==> config.mk <==
export PLATFORM = sky130hd
export DESIGN_NAME = axis_pulse_command_and_homing_top
export DESIGN_NICKNAME = d
export VERILOG_FILES = /design/src/sv/apch_pkg.sv /design/src/sv/axis_pulse_command_and_homing_top.sv
export SDC_FILE = /design/constraint.sdc
export NUM_CORES = 1
export LEC_CHECK = 0
export BUFFER_PORTS_ARGS = -buffer_cell sky130_fd_sc_hd__buf_2
export CAP_MARGIN = 20
export CORE_ASPECT_RATIO = 0.6
export CORE_MARGIN = 10
export CORE_UTILIZATION = 35
export DETAILED_ROUTE_END_ITERATION = 6
export MAX_ROUTING_LAYER = met4
export SYNTH_ARGS = -nofsm -noshare
export SYNTH_HDL_FRONTEND = slang
export SYNTH_SLANG_ARGS = --single-unit
==> constraint.sdc <==
create_clock -name aclk -period 11.17 [get_ports aclk]
set_input_delay 1.117 -clock aclk [delete_from_list [all_inputs] [get_ports aclk]]
set_output_delay 1.117 -clock aclk [all_outputs]
set_load 0.005 [all_outputs]
==> src/sv/apch_pkg.sv <==
// Package for the four-axis pulse command and homing unit.
// Holds the request and result types, function and status codes and the homing speeds.
// No dependencies.
`timescale 1ns / 1ps

package apch_pkg;

    localparam int AXIS_COUNT  = 4;
    localparam int STAGE_W     = $clog2(AXIS_COUNT + 1);
    localparam int AXIS_W      = $clog2(AXIS_COUNT);
    localparam int DELTA_W     = 8;
    localparam int LIMIT_W     = 7;
    localparam int POS_W       = 32;
    localparam int CFG_INDEX_W = 3;
    localparam int CFG_DATA_W  = 7;

    localparam logic [STAGE_W-1:0] STAGE_DONE = STAGE_W'(AXIS_COUNT);
    localparam logic [STAGE_W-1:0] STAGE_LAST = STAGE_W'(AXIS_COUNT - 1);

    typedef logic signed [DELTA_W-1:0] delta_t;
    typedef logic [LIMIT_W-1:0] limit_t;

    localparam delta_t HOME_SPEED [AXIS_COUNT] = '{8'sd4, 8'sd5, 8'sd8, 8'sd30};
    localparam logic [AXIS_COUNT-1:0] HOME_NEGATE = 4'b0101;
    localparam limit_t LIMIT_RESET = 7'd127;

    typedef enum logic [1:0] {
        FUNC_PULSE      = 2'd0,
        FUNC_SCAN_STEP  = 2'd1,
        FUNC_SCAN_RESET = 2'd2
    } func_t;

    typedef enum logic [1:0] {
        STATUS_NONE    = 2'd0,
        STATUS_WRITTEN = 2'd1,
        STATUS_REJECT  = 2'd2
    } status_t;

    typedef enum logic [CFG_INDEX_W-1:0] {
        CFG_POLARITY = 3'd0,
        CFG_LIMIT0   = 3'd1,
        CFG_LIMIT1   = 3'd2,
        CFG_LIMIT2   = 3'd3,
        CFG_LIMIT3   = 3'd4
    } cfg_index_t;

    typedef struct packed {
        logic [1:0]           func;
        delta_t               delta_axis0;
        delta_t               delta_axis1;
        delta_t               delta_axis2;
        delta_t               delta_axis3;
        logic [3:0]           switch_bits;
    } req_t;

    typedef struct packed {
        status_t                  status;
        logic [7:0]               drive_byte0;
        logic [7:0]               drive_byte1;
        logic [7:0]               drive_byte2;
        logic [7:0]               drive_byte3;
        logic                     scan_done;
        logic                     capture_enable;
        logic signed [POS_W-1:0]  position_axis0;
        logic signed [POS_W-1:0]  position_axis1;
        logic signed [POS_W-1:0]  position_axis2;
        logic signed [POS_W-1:0]  position_axis3;
    } res_t;

    function automatic delta_t home_drive(input logic [AXIS_W-1:0] axis);
        delta_t speed;
        speed = HOME_SPEED[axis];
        return HOME_NEGATE[axis] ? -speed : speed;
    endfunction

endpackage

==> src/sv/axis_pulse_command_and_homing_top.sv <==
// Channel     Direction  Handshake              Payload
// s_          in         s_valid / s_ready      s_data   (req_t)
// m_          out        m_valid / m_ready      m_data   (res_t)
// cfg_        in         cfg_valid / cfg_ready  cfg_index, cfg_data
//
// Each request waits in the input register while the drive bytes and totals are
// computed into the result register.
// A new request is taken every cycle while the result side keeps up; the
// result register sets the rate at one request per cycle.
// Reset is synchronous on aresetn low and clears the stage, capture level, totals and
// polarity; limits go to 127. A stalled result holds both stages; cfg_ready is always high.
//
// Top level of the pulse command and homing unit; depends on apch_pkg.
`timescale 1ns / 1ps

module axis_pulse_command_and_homing_top
    import apch_pkg::*;
(
    input  logic                   aclk,
    input  logic                   aresetn,
    input  logic                   s_valid,
    output logic                   s_ready,
    input  req_t                   s_data,
    output logic                   m_valid,
    input  logic                   m_ready,
    output res_t                   m_data,
    input  logic                   cfg_valid,
    output logic                   cfg_ready,
    input  logic [CFG_INDEX_W-1:0] cfg_index,
    input  logic [CFG_DATA_W-1:0]  cfg_data
);

    logic                    in_valid_reg;
    req_t                    in_req_reg;
    logic                    out_valid_reg;
    res_t                    out_res_reg;
    res_t                    out_res_next;
    logic                    out_free;
    logic                    step_fire;

    logic [AXIS_COUNT-1:0]   polarity_reg;
    limit_t                  limit_reg [AXIS_COUNT];
    logic [STAGE_W-1:0]      stage_reg;
    logic [STAGE_W-1:0]      stage_next;
    logic                    capture_reg;
    logic                    capture_next;
    logic [POS_W-1:0]        totals_reg [AXIS_COUNT];
    logic [POS_W-1:0]        totals_next [AXIS_COUNT];

    delta_t                  delta [AXIS_COUNT];
    logic [DELTA_W-1:0]      mag [AXIS_COUNT];
    logic [AXIS_COUNT-1:0]   dir;
    logic [AXIS_COUNT-1:0]   over;
    logic [7:0]              bytes [AXIS_COUNT];
    logic                    issue;
    logic                    done;
    status_t                 status;
    logic [AXIS_W-1:0]       axis;

    assign out_free  = !out_valid_reg || m_ready;
    assign step_fire = in_valid_reg && out_free;
    assign s_ready   = !in_valid_reg || out_free;
    assign cfg_ready = 1'b1;
    assign m_valid   = out_valid_reg;
    assign m_data    = out_res_reg;
    assign axis      = AXIS_W'(STAGE_LAST - stage_reg);

    always_comb begin
        for (int i = 0; i < AXIS_COUNT; i++) begin
            delta[i] = '0;
        end
        issue        = 1'b0;
        done         = 1'b0;
        stage_next   = stage_reg;
        capture_next = capture_reg;
        unique case (in_req_reg.func)
            FUNC_PULSE: begin
                delta[0] = in_req_reg.delta_axis0;
                delta[1] = in_req_reg.delta_axis1;
                delta[2] = in_req_reg.delta_axis2;
                delta[3] = in_req_reg.delta_axis3;
                issue    = 1'b1;
            end
            FUNC_SCAN_STEP: begin
                if (stage_reg < STAGE_DONE) begin
                    if (!in_req_reg.switch_bits[axis]) begin
                        delta[axis] = home_drive(axis);
                        issue       = 1'b1;
                    end else begin
                        stage_next = stage_reg + STAGE_W'(1);
                    end
                end else begin
                    capture_next = 1'b1;
                    issue        = 1'b1;
                    done         = 1'b1;
                end
            end
            FUNC_SCAN_RESET: begin
                stage_next   = '0;
                capture_next = 1'b0;
            end
            default: begin
            end
        endcase
    end

    always_comb begin
        for (int i = 0; i < AXIS_COUNT; i++) begin
            mag[i]  = delta[i][DELTA_W-1] ? DELTA_W'(-delta[i]) : DELTA_W'(delta[i]);
            dir[i]  = polarity_reg[i] ^ delta[i][DELTA_W-1];
            over[i] = mag[i] > {1'b0, limit_reg[i]};
        end
        status = STATUS_NONE;
        for (int i = 0; i < AXIS_COUNT; i++) begin
            bytes[i]       = '0;
            totals_next[i] = totals_reg[i];
        end
        if (issue) begin
            if (|over) begin
                status = STATUS_REJECT;
            end else begin
                status = STATUS_WRITTEN;
                for (int i = 0; i < AXIS_COUNT; i++) begin
                    bytes[i]       = {dir[i], mag[i][LIMIT_W-1:0]};
                    totals_next[i] = totals_reg[i] + POS_W'(signed'(delta[i]));
                end
            end
        end
        out_res_next.status         = status;
        out_res_next.drive_byte0    = bytes[0];
        out_res_next.drive_byte1    = bytes[1];
        out_res_next.drive_byte2    = bytes[2];
        out_res_next.drive_byte3    = bytes[3];
        out_res_next.scan_done      = done;
        out_res_next.capture_enable = capture_next;
        out_res_next.position_axis0 = totals_next[0];
        out_res_next.position_axis1 = totals_next[1];
        out_res_next.position_axis2 = totals_next[2];
        out_res_next.position_axis3 = totals_next[3];
    end

    always_ff @(posedge aclk) begin
        if (!aresetn) begin
            in_valid_reg  <= 1'b0;
            out_valid_reg <= 1'b0;
            stage_reg     <= '0;
            capture_reg   <= 1'b0;
            polarity_reg  <= '0;
            for (int i = 0; i < AXIS_COUNT; i++) begin
                limit_reg[i]  <= LIMIT_RESET;
                totals_reg[i] <= '0;
            end
        end else begin
            if (s_ready) begin
                in_valid_reg <= s_valid;
            end
            if (out_free) begin
                out_valid_reg <= in_valid_reg;
            end
            if (step_fire) begin
                stage_reg   <= stage_next;
                capture_reg <= capture_next;
                for (int i = 0; i < AXIS_COUNT; i++) begin
                    totals_reg[i] <= totals_next[i];
                end
            end
            if (cfg_valid && cfg_ready) begin
                unique case (cfg_index)
                    CFG_POLARITY: polarity_reg <= cfg_data[AXIS_COUNT-1:0];
                    CFG_LIMIT0:   limit_reg[0] <= cfg_data[LIMIT_W-1:0];
                    CFG_LIMIT1:   limit_reg[1] <= cfg_data[LIMIT_W-1:0];
                    CFG_LIMIT2:   limit_reg[2] <= cfg_data[LIMIT_W-1:0];
                    CFG_LIMIT3:   limit_reg[3] <= cfg_data[LIMIT_W-1:0];
                    default: begin
                    end
                endcase
            end
        end
    end

    always_ff @(posedge aclk) begin
        if (s_valid && s_ready) begin
            in_req_reg <= s_data;
        end
        if (step_fire) begin
            out_res_reg <= out_res_next;
        end
    end

`ifndef NO_ASSERTIONS
    a_stage_range: assert property (@(posedge aclk) disable iff (!aresetn)
        stage_reg <= STAGE_DONE)
        else $error("homing stage beyond last axis");

    a_reject_quiet: assert property (@(posedge aclk) disable iff (!aresetn)
        (m_valid && m_data.status == STATUS_REJECT) |->
        (m_data.drive_byte0 == '0 && m_data.drive_byte1 == '0 &&
         m_data.drive_byte2 == '0 && m_data.drive_byte3 == '0))
        else $error("rejected request issued drive bytes");

    a_done_capture: assert property (@(posedge aclk) disable iff (!aresetn)
        (m_valid && m_data.scan_done) |->
        (m_data.capture_enable && m_data.status == STATUS_WRITTEN))
        else $error("scan done without capture enable and written bytes");

    a_reject_totals: assert property (@(posedge aclk) disable iff (!aresetn)
        (step_fire && status != STATUS_WRITTEN) |=>
        (totals_reg[0] == $past(totals_reg[0]) && totals_reg[3] == $past(totals_reg[3])))
        else $error("totals moved without written pulses");
`endif

endmodule
==> impl_metrics.yaml, run 1 <==
clocking:
  ctsHoldBuffers: 0
  h-tree-depth: 2
  numCtsBuffers: 39
  cts_resized: 0
  postCtsSetupRepairBufs: 0
  cts_num_sinks: 368
  ctsRootBufferMaster: "clkbuf_16"
  clkTransAtPathRegs_ps: 60
  cts_tree: "done"
  clockBufferDepth: 3
  clkLatencyLatePin_ps: 570
drt:
  drt_iter0_drc: 1800
  drc: 0
  finalWirelength_um: 65770
  drt-vias-per-instance: 5.376
  wl_per_cell_um: 20.44
  antenna_left: 0
  drtPass1Iterations: 6
  vias: 17290
worst_setup_path:
  worstSetupPathType: "flip-flop to flip-flop"
  crit_end: "totals_reg[3][5]"
  cp-start-kind: "flip-flop"
  r2r-end: "totals_reg[3][5]"
  worstPathRequired_ps: 11490
  end_kind: "flip-flop"
  path_max_fanout: 61
  worstPathCellList: "inv_1, ha_1, inv_1, nor3_4, nand2_1, and2_1, clkinv_1, o21ai_0, ha_1, nor2b_1, o21a_1, o211ai_1, a31o_2, nand4_1, or3_4, inv_2, buf_4, mux2_2, and2_1"
  crit_start: "stage_reg[0]"
  r2r_cells: 19
  ff2ff_setup_slack_ps: 4360
  max_stage_delay_ps: 830
  r2r_start: "stage_reg[0]"
  slowest_stage: "clkinv_1"
  cp.arrival_ps: 7130
synth:
  synthesis.nets: 2369
  ys_types: 80
  synthSimpleGateAreaFrac_pct: 16.75
  yosysWarnings: 0
  seq_area_frac_synth_pct: 49.20
  syn_area_um2: 22260
  synth_compound_area_share_pct: 15.96
  synthFlopType: "edfxtp_1"
  synth_top_family_by_area: "simple AND/OR/NAND/NOR gates"
  synth_mux_area_share_pct: 1.096
  synthAdderAreaFrac_pct: 9.692
  ys_ff_latch: 368
  avgSynthCellArea_um2: 10.37
  synth_async_sr_flop_share_pct: 0
  synth_xor_xnor_area_share_pct: 4.447
  synthCells: 2146
  synth_edf_count: 358
sta:
  worst_pin_slew_ps: 1068
  hold_ws_ps: 529.7
  finalHoldViolCount: 0
  max-slew-margin-rel_pct: 28.52
  clock_skew_ps: 16.67
  slew_violations: 0
  final.min_clock_period_ps: 6809
  max_freq_mhz: 146.9
  rsz0062_at_grt: "false"
  finalSetupViolations: 0
  min_period_over_period_pct: 60.96
  setup_tns_ps: 0
finish:
  drive_above_1_share_pct: 14.81
  syn2layout_area_growth_pct: 14.45
  nets: 2573
  largest_register_ffs: 164
  fill_cells: 6084
run_status:
  outcome: "complete, no violations"
floorplan:
  num_io_pins: 220
  fp.dieW_um: 345.5
  die_y_um: 215.3
  core-area_um2: 62810
  dieArea_um2: 74400
  num_rows: 71
  initial_core_util_pct: 35.43
hold_path:
  worstHoldPathType: "flip-flop to flip-flop"
global_route:
  antenna_found_initial: 2
  grt_pass1_wl_um: 101200
  grt_max_degree: 193
  grt_usage_pct: 17.49
  grt.overflow.total: 0
  grt_pass1_vias: 16840
placement:
  io_buffers: 218
  place_hpwl_um: 47880
  place_congestion: 0.9681
pwr:
  leakage_nw: 10.51
  peakVddDrop_mv: 0.08716
  power_density_nw_per_um2: 141.8
job:
  drv_cap: 0
==> layout by cell type (no fill, tap or decap), types with 38 or more instances in the layout <==
master	n
a21o_1	54
a21oi_1	128
and2_1	121
buf_2	218
clkbuf_16	41
edfxtp_1	358
ha_1	166
inv_1	85
nand2_1	276
nand3_1	42
nor2_1	100
o21ai_0	148
o21ai_1	38
xnor2_1	61
xor2_1	52
==> critical path, delay by kind of cell, from the launching register on <==
family / cells / cell delay [ps]
muxes: 1 / 410
adders and majority gates: 2 / 590
buffers and inverters: 5 / 2280
AOI/OAI and AO/OA: 4 / 1130
DFF: 1 / 540
and+or+nand+nor: 7 / 1560
==> power by group <==
group | internal, mW | total, mW | leakage [nW] | switching (mW)
Sequential | 1.64 | 1.69 | 3.64 | 0.0517
Combinational | 0.214 | 0.616 | 6.27 | 0.402
Clock | 0.739 | 1.31 | 0.596 | 0.567
Total | 2.59 | 3.61 | 10.5 | 1.02
==> cell usage after synthesis (all sizes together), types with 12 or more instances <==
cell type,number,share of area [%]
edfxtp,358,48
nand2,277,4.7
o21ai,186,4.2
ha,166,9.3
a21oi,129,2.9
and2,124,3.5
nor2,100,1.7
inv,86,1.5
xnor2,61,2.4
a21o,54,1.8
xor2,52,2.0
clkbuf,46,0.78
nand3,42,0.94
or2,36,1.0
nor3,33,0.79
nand4,31,0.87
nor2b,29,0.82
a31oi,22,0.62
o31ai,22,0.74
buf,21,0.57
o21a,20,0.67
a211oi,19,0.64
nand2b,19,0.53
o21bai,16,0.54
o211ai,13,0.44
or3,13,0.37
and3,12,0.34
mux2i,12,0.54
==> per-layer routing <==
layer | track usage, % | part of all wire (%) | up-vias
met4 | 4.055 | 1.9 | 0
met2 | 25.01 | 41 | 571
met3 | 3.174 | 6.6 | 85
li1 | - | - | 8345
met5 | - | 0 | -
met1 | 25.26 | 50 | 8292
==> per-stage QoR <==
stage	area, um^2	utilization [%]	power (mW)	setup slack [ps]	instances
3_5_place_dp	24230	38.59	2.331	4490	3148
4_1_cts	25470	40.55	3.660	4471	3216
5_1_grt	25470	40.55	3.791	3888	3217
3_3_place_gp	24230	38.59	2.324	4692	3148
6_report	25470	40.55	3.611	4361	3217
2_1_floorplan	22260	-	2.117	1547	2146
==> layout make-up <==
cell class	count	area, um^2	share of cell area (%)
tap	839	1050	4.121
clock inverter	20	181.4	0.7123
sequential	368	10950	42.99
clock buffer	48	1052	4.131
inverter	88	331.6	1.302
multi-input combinational	1623	10700	42.00
antenna	1	2.502	0.009825
timing repair buffer	230	1206	4.735
==> cells by family after synthesis <==
group,after synthesis
simple gates,749
compound gates,568
flops,368
fa+ha+maj,170
buf+inv,155
xor+xnor,113
mux,22
other cells,1
==> worst min-delay path by stage <==
stage / from / slack (ps) / endpoint / depth (start not counted)
after detailed placement: in_valid_reg / 520 / m_valid / 1
after CTS: in_valid_reg / 530 / m_valid / 1
after global placement: in_valid_reg / 500 / m_valid / 1
final: in_valid_reg / 530 / m_valid / 1
after global routing: in_valid_reg / 570 / m_valid / 1
after floorplan: in_valid_reg / 480 / m_valid / 1
Power figures use the tool's default switching activity.
==> inputs of run 2 (changes only) <==
- clock period: 11.17 -> 5.68 ns (I/O delays scaled with it)
==> impl_metrics.yaml, run 2 (synthesis gave the netlist of run 1 again) <==
sta:
  finalHoldViolCount: 0
  max-slew-margin-rel_pct: 34.92
  max_freq_mhz: 185.4
  min_period_over_period_pct: 94.96
  worst_pin_slew_ps: 976.3
  rsz0062_at_grt: "false"
  finalSetupViolations: 0
  clock_skew_ps: 13.73
  final.min_clock_period_ps: 5394
  setup_slack_ps: 286.4
  setup_tns_ps: 0
  slew_violations: 0
  hold_ws_ps: 178.3
worst_setup_path:
  slowest_stage: "mux4_2"
  crit_buf_inv: 2
  cp.arrival_ps: 5810
  end_kind: "flip-flop"
  worstSetupPathType: "flip-flop to flip-flop"
  worstPathCellList: "mux4_2, nor2_1, nand3_1, nand2_1, buf_6, o31ai_1, xnor2_1, ha_1, o22a_1, o31ai_2, nand4_1, or3_4, buf_12, or4_4, a31oi_1"
  max_stage_delay_ps: 690
  cp-start-kind: "flip-flop"
  crit_start: "stage_reg[0]"
  r2r_start: "stage_reg[0]"
  path_max_fanout: 132
  worstPathRequired_ps: 6090
  path_delay_family: "simple AND/OR/NAND/NOR gates"
hold_path:
  hold_start: "s_data[11]"
  worstHoldPathType: "primary input to flip-flop"
drt:
  finalWirelength_um: 64260
  antenna_left: 0
  vias: 17080
  drt_iter0_drc: 1492
  drc: 0
  drt-vias-per-instance: 5.273
  drtPass1Iterations: 6
  wl_per_cell_um: 19.83
global_route:
  grt_pass1_vias: 16630
  grt.overflow.total: 0
  grt_max_degree: 133
  grt_pass1_wl_um: 99400
  grt_usage_pct: 17.17
  antenna_found_initial: 3
pwr:
  leakage_nw: 10.66
  power.internal_mw: 5.145
  pwr-share-comb_pct: 17.1
  power_density_nw_per_um2: 278.8
  power_frac_seq_pct: 46.3
  swShare_pct: 28.26
  peakVddDrop_mv: 0.1732
  pwr-share-clk_pct: 36.6
  switching_power_mw: 2.027
finish:
  nets: 2593
  final_common_cell: "edfxtp_1"
  fill_cells: 6018
  drive_above_1_share_pct: 15.88
  final_cell_mix: "358 x edfxtp_1, 275 x nand2_1, 218 x buf_2"
  syn2layout_area_growth_pct: 15.58
  largest_register_ffs: 164
  fin_util_pct: 40.95
  finalNonFillerCells: 3240
clocking:
  numCtsBuffers: 39
  clockBufferDepth: 3
  ctsRootBufferMaster: "clkbuf_16"
  h-tree-depth: 2
  clkLatencyLatePin_ps: 570
  clkTransAtPathRegs_ps: 60
  cts_num_sinks: 368
  cts_tree: "done"
run_status:
  outcome: "complete, no violations"
placement:
  io_buffers: 218
  place_congestion: 0.9158
  pre_cts_slack_ps: 230.6
  place_hpwl_um: 46700
  dpl.cell_count: 3166
floorplan:
  dieArea_um2: 74400
  core-area_um2: 62810
  num_rows: 71
  num_io_pins: 220
  fp.dieW_um: 345.5
  die_y_um: 215.3
  initial_core_util_pct: 35.43
job:
  drv_cap: 0
-- run 2: per-layer routing --
layer	track usage, %	vias to the layer above	wire length, um
met5	-	-	0
met4	3.613	0	1198
li1	-	8373	-
met3	3.183	86	4057
met1	25.07	8134	32540
met2	24.34	490	26460
-- run 2: worst register-to-register path: stages, from the launching register on --
cell,delay [ps]
dfxtp_1,520
mux4_2,690
nor2_1,320
nand3_1,350
nand2_1,280
buf_6,330
o31ai_1,160
xnor2_1,220
ha_1,280
o22a_1,230
o31ai_2,100
nand4_1,160
or3_4,460
buf_12,270
or4_4,690
a31oi_1,180
-- run 2: power groups by stage --
stage          sequential (mW)  combinational [mW]  clock, mW
2_1_floorplan             3.35               0.800          0
3_3_place_gp              3.37                1.20          0
3_5_place_dp              3.38                1.22          0
4_1_cts                   3.32                1.23       2.71
5_1_grt                   3.34                1.38       2.81
6_report                  3.32                1.23       2.63
-- run 2: path summary, 6_finish.rpt --
| path | end | slack (ps) | cells past startpoint |
|---|---|---|---|
| max reg2reg | totals_reg[3][22] | 290 | 15 |
| min | in_req_reg[11] | 180 | 1 |
| min reg2reg | capture_reg | 540 | 2 |
| max | totals_reg[3][22] | 290 | 15 |
-- run 2: repair_timing --
item | in CTS | in global routing
hold buffers | 0 | 0
buffers inserted | 0 | 2
resized for setup | 0 | 6
setup endpoints to repair | 0 | 46
-- run 2: final cells by class --
cell class | instances | area (um^2) | share of cell area, %
flip-flops and latches | 368 | 10950 | 42.57
clock buffers | 48 | 1072 | 4.169
inverters | 88 | 331.6 | 1.289
clock inverters | 23 | 202.7 | 0.7880
diodes | 1 | 2.502 | 0.009729
well taps | 839 | 1050 | 4.081
repair buffers | 250 | 1398 | 5.433
multi-input cells | 1623 | 10720 | 41.66
-- run 2: stage by stage --
step | instance area [um^2] | total power, mW
final | 25720 | 7.172
after global routing | 25720 | 7.530
after CTS | 25680 | 7.254
after detailed placement | 24410 | 4.594
after global placement | 24410 | 4.577
after floorplan | 22260 | 4.152
